$ cat config.mk
export PLATFORM = sky130hd
export DESIGN_NAME = itv_sqrt
export DESIGN_NICKNAME = d
export VERILOG_FILES = /design/src/hdl/isotropic_tv_sum_unit_assert.svh /design/src/hdl/itv_sqrt.sv
export SDC_FILE = /design/constraint.sdc
export NUM_CORES = 1
export LEC_CHECK = 0
export BUFFER_PORTS_ARGS = -buffer_cell sky130_fd_sc_hd__clkbuf_2
export CAP_MARGIN = 20
export CORE_ASPECT_RATIO = 0.9
export CORE_UTILIZATION = 42
export DETAILED_ROUTE_END_ITERATION = 8
export GPL_TIMING_DRIVEN = 1
export SYNTH_ARGS = -nofsm -noshare
export SYNTH_HDL_FRONTEND = slang
export SYNTH_SLANG_ARGS = --single-unit
$ cat constraint.sdc
create_clock -name clk_i -period 4.1 [get_ports clk_i]
set_input_delay 0.82 -clock clk_i [delete_from_list [all_inputs] [get_ports clk_i]]
set_output_delay 0.82 -clock clk_i [all_outputs]
set_load 0.01 [all_outputs]
$ cat src/hdl/isotropic_tv_sum_unit_assert.svh
// Assertion macros for the isotropic TV sum block
`ifndef ISOTROPIC_TV_SUM_UNIT_ASSERT_SVH
`define ISOTROPIC_TV_SUM_UNIT_ASSERT_SVH
// implication checked every clock outside reset
`define ITV_ASSERT_IMP(label, clk, rst_n, a, b) \
  label: assert property (@(posedge clk) disable iff (!rst_n) (a) |-> (b)) \
    else $error("assertion failed");
// implication checked in the next cycle
`define ITV_ASSERT_NXT(label, clk, rst_n, a, b) \
  label: assert property (@(posedge clk) disable iff (!rst_n) (a) |=> (b)) \
    else $error("assertion failed");
`endif

$ cat src/hdl/itv_sqrt.sv
// ----------------------------------------------------------------------------
// itv_sqrt
// Sequential square root: floor(sqrt(s * 65536)), two radicand bits per cycle.
// ----------------------------------------------------------------------------
module itv_sqrt #(
  parameter int unsigned InBits = 36
) (
  input  logic              clk_i,
  input  logic              rst_ni,
  input  logic              start_i,
  input  logic [InBits-1:0] rad_i,
  output logic              busy_o,
  output logic              done_o,
  output logic [(InBits+16+1)/2-1:0] root_o
);
  localparam int unsigned RadBits = ((InBits + 16 + 1) / 2) * 2;
  localparam int unsigned RootBits = RadBits / 2;
  localparam int unsigned CntBits = $clog2(RootBits + 1);

  logic [RadBits-1:0]  rad_q;
  logic [RootBits+1:0] rem_q;
  logic [RootBits-1:0] root_q;
  logic [CntBits-1:0]  cnt_q;
  logic                busy_q, done_q;

  logic [RootBits+1:0] rem_sh, trial;
  assign rem_sh = {rem_q[RootBits-1:0], rad_q[RadBits-1 -: 2]};
  assign trial  = {root_q, 2'b01};

  always_ff @(posedge clk_i or negedge rst_ni) begin
    if (!rst_ni) begin
      busy_q <= 1'b0;
      done_q <= 1'b0;
      cnt_q  <= '0;
    end else begin
      done_q <= 1'b0;
      if (start_i && !busy_q) begin
        busy_q <= 1'b1;
        cnt_q  <= CntBits'(RootBits);
        rad_q  <= {rad_i, 16'd0} << (RadBits - InBits - 16);
        rem_q  <= '0;
        root_q <= '0;
      end else if (busy_q) begin
        rad_q <= rad_q << 2;
        if (rem_sh >= trial) begin
          rem_q  <= rem_sh - trial;
          root_q <= {root_q[RootBits-2:0], 1'b1};
        end else begin
          rem_q  <= rem_sh;
          root_q <= {root_q[RootBits-2:0], 1'b0};
        end
        cnt_q <= cnt_q - 1'b1;
        if (cnt_q == CntBits'(1)) begin
          busy_q <= 1'b0;
          done_q <= 1'b1;
        end
      end
    end
  end

  assign busy_o = busy_q;
  assign done_o = done_q;
  assign root_o = root_q;
endmodule

==> summary.md <==
| Metric | Value |
|---|---|
| Status | `complete, no violations` |
| Final Critical Period | `3.47 ns` |
| Static Leak | `3.24 nW` |
| Initial DRT Pass Iterations | `5` |
| #FFs+latches synth | `111` |
| Sequential Area | `3300 sq um` |
| Post-Syn Area per Cell | `9.63 sq um` |
| Critical Path AT | `3.56 ns` |
| Total global-route track usage | `18.0%` |
| Max-cap check violation count | `0` |
| Critical path's slowest cell | `or4_4` |
| Clk sinks | `111` |
| P per Cell Area | `803 nW/um^2` |
| Top_reg_cell synth | `edfxtp_1` |
| Final setup vio count | `0` |
| Hold_ws | `0.482 ns` |
| Routed WL | `14500 um` |
| Port Buf Inserts | `66` |
| First-pass GRT wire length | `23500 um` |
| EDFF count, synth | `104` |
| Worst-path clk slew | `0.08 ns` |
| Hold_sp | `cnt_q[4]` |
| H-tree levels | `3` |
| Mapped Nets | `770` |
| Max Transition Viols Final | `0` |
| Startpoint types | `flop` |
| Row cnt | `43` |
| Crit Path Max Fanout | `16` |
| Root buf cell | `clkbuf_16` |
| RSZ-0062 raised after global routing | `no` |
| Endpoint class of the critical path | `flop` |
| Yosys cell types | `60` |
| Detailed Route Iter0 Violations | `422` |
| Antenna diodes | `0` |
| Nets | `810` |
| Finished Cell Area | `7550 sq um` |
| Post-Synthesis Cells | `701` |
| Critical path origin | `root_o[15]` |
| Multi-input gate area | `3120 sq um` |
| Area grow syn2layout | `11.8%` |
| Worst hold-check path type | `reg2reg` |
| Synthesized cell area | `6750 sq um` |
| Wire length per cell | `15.2 um` |
| WL met1 | `7240 um` |
| DR WL met2 | `6460 um` |
| FF-to-FF Start | `root_o[15]` |
| Peak supply drop | `304 uV` |
| Final period util | `84.6%` |
| Synth warnings | `0` |
| Worst slew margin relative to its limit | `39.4%` |
| Synth area leader | `edfxtp_1` |
| Top Metal Used | `met4` |
| Initial antenna violation count | `0` |
| CP Class | `reg2reg` |
| Initial Util | `43.4%` |
| Area after DPL | `7220 sq um` |
| Max Freq | `0.288 GHz` |
| Routability Congestion | `0.862` |
| Number of fill cells in the layout | `1476` |
| Vias in the first global route | `4761` |
| Critical Path, Cell by Cell | `inv_1, ha_1, nand4_2, or3_4, or4_4, nand4_4, and2_1, buf_12, mux2i_1, mux2i_1` |
| # IOs | `67` |
| Skew final | `0.00625 ns` |
| GR Overflow Total | `0` |
| Worst Max-Slew Pin Slew | `0.910 ns` |
| Seq/Total Area, Yosys | `48.9%` |
| Chip width | `136 um` |
| Die H | `122 um` |
| Met3 wire length | `521 um` |
| Critical path buffers and inverters | `2` |
| Largest net degree at the start of global routing | `113` |
| DP Wirelength | `9700 um` |
| Area share of the largest cell type after synthesis | `46.3%` |
| Most common cell on crit path | `mux2i_1` |
| Remaining DRCs | `0` |
| CP peak stage delay | `0.56 ns` |
| Count of final hold-check violations | `0` |
| Full die area | `16600 sq um` |
| Required @ worst endpoint | `4.19 ns` |
| Skew-Pair Late Insertion Delay | `0.37 ns` |
| Share of layout cells above drive strength 1 | `14.1%` |
| Sum Neg Setup Slack | `0 ns` |
| Via-per-instance ratio | `5.46` |
| Clock Path Buffers | `2` |
| Setup bufs post-CTS | `0` |
| Core area | `15500 sq um` |
| Post-cts sizing count | `0` |
| TritonCTS Buffers | `9` |
| Via count | `5176` |
| Largest cells by area after synthesis | `edfxtp_1, nand2_1, ha_1, o21ai_0, mux2i_1` |
| Asr flop ratio synth | `6.31%` |
| CP delay by family, top | `simple AND/OR/NAND/NOR gates` |
| CTS tree | `built` |
| Routed Antenna Nets | `0` |
| # hold bufs at CTS | `0` |
[flip-flops by register name, indices dropped and copies added, names as in the netlist]
name    count
root_o     26
rad_q      52
done_o      1
busy_o      1
rem_q      26
cnt_q       5
[layer usage]
| layer | track usage, % | vias to the layer above |
|---|---|---|
| met5 | 0 | - |
| met4 | 5.90 | 0 |
| li1 | - | 2593 |
| met1 | 25.0 | 2473 |
| met3 | 4.21 | 17 |
| met2 | 27.5 | 93 |
[Yosys cell counts, types with 6 or more instances]
| cell | instances |
|---|---|
| nand2_1 | 158 |
| edfxtp_1 | 104 |
| o21ai_0 | 61 |
| inv_1 | 37 |
| clkbuf_1 | 36 |
| a21oi_1 | 31 |
| ha_1 | 30 |
| mux2i_1 | 27 |
| o31ai_1 | 26 |
| nor2_1 | 18 |
| nand2b_1 | 17 |
| nand3_1 | 14 |
| xnor2_1 | 14 |
| a21o_1 | 13 |
| a31oi_1 | 7 |
| dfrtp_1 | 7 |
| nand4_1 | 6 |
| nor3_1 | 6 |
| o21a_1 | 6 |
[power by group]
part / internal, mW / switching [mW]
clock: 0.496 / 0.463
combinational: 1.32 / 1.76
sequential: 1.78 / 0.238
[kinds of logic (layout without fill, tap and decap cells)]
kind of cell / count (synthesis) / count (layout) / synth area share (%)
fa+ha+maj: 30 / 30 / 5.56
compound gates: 180 / 180 / 17.0
xor+xnor: 19 / 19 / 2.47
simple gates: 250 / 250 / 17.1
buf+inv: 83 / 128 / 4.86
flops: 111 / 111 / 48.9
mux: 28 / 28 / 4.17
[placed cells by master (no fill, tap or decap), types with 3 or more instances in the layout]
cell | Yosys | layout
nand4_1 | 6 | 6
or3_1 | 5 | 5
dfrtp_1 | 7 | 6
inv_1 | 37 | 37
o21ai_1 | 5 | 5
o21ai_0 | 61 | 61
nor3_1 | 6 | 6
inv_8 | 0 | 3
clkbuf_2 | 0 | 65
o211ai_1 | 5 | 5
edfxtp_1 | 104 | 104
a31oi_1 | 7 | 7
nand2_1 | 158 | 158
mux2i_1 | 27 | 27
nor3b_1 | 3 | 3
o21a_1 | 6 | 6
buf_4 | 2 | 7
xnor2_1 | 14 | 14
clkbuf_16 | 0 | 9
a211o_1 | 3 | 3
nor2b_1 | 5 | 4
o21bai_1 | 3 | 3
and2_1 | 4 | 4
nand3_1 | 14 | 14
o31ai_1 | 26 | 26
xor2_1 | 5 | 5
a21oi_1 | 31 | 31
and3_1 | 3 | 3
a21o_1 | 13 | 13
ha_1 | 30 | 30
nand2b_1 | 17 | 17
nor2_1 | 18 | 18
[final cells by class]
type	instances	area share, %
Multi-Input combinational cell	507	41.4
Clock buffer	9	2.98
Inverter	38	1.89
Tap cell	202	3.35
Clock inverter	7	1.29
Timing Repair Buffer	74	5.34
Sequential cell	111	43.8
[per-stage QoR]
| stage | util (%) | setup slack, ns | cells | total power [mW] |
|---|---|---|---|---|
| floorplan | - | 0.792 | 701 | 4.41 |
| global placement | 46.5 | 0.742 | 932 | 5.03 |
| detailed placement | 46.5 | 0.650 | 932 | 5.11 |
| CTS | 48.5 | 0.623 | 948 | 6.09 |
| global route | 48.5 | 0.426 | 948 | 6.54 |
| finish | 48.5 | 0.629 | 948 | 6.06 |
[worst paths after layout]
check	end	slack, ns	depth (start not counted)
max	rem_q[11]	0.63	10
min	done_o	0.48	1
max reg2reg	rem_q[11]	0.63	10
min reg2reg	done_o	0.48	1
max in group asynchronous	busy_o	2.61	2
min in group asynchronous	done_o	0.84	2
Note: power is estimated with default switching activity, not from simulation.
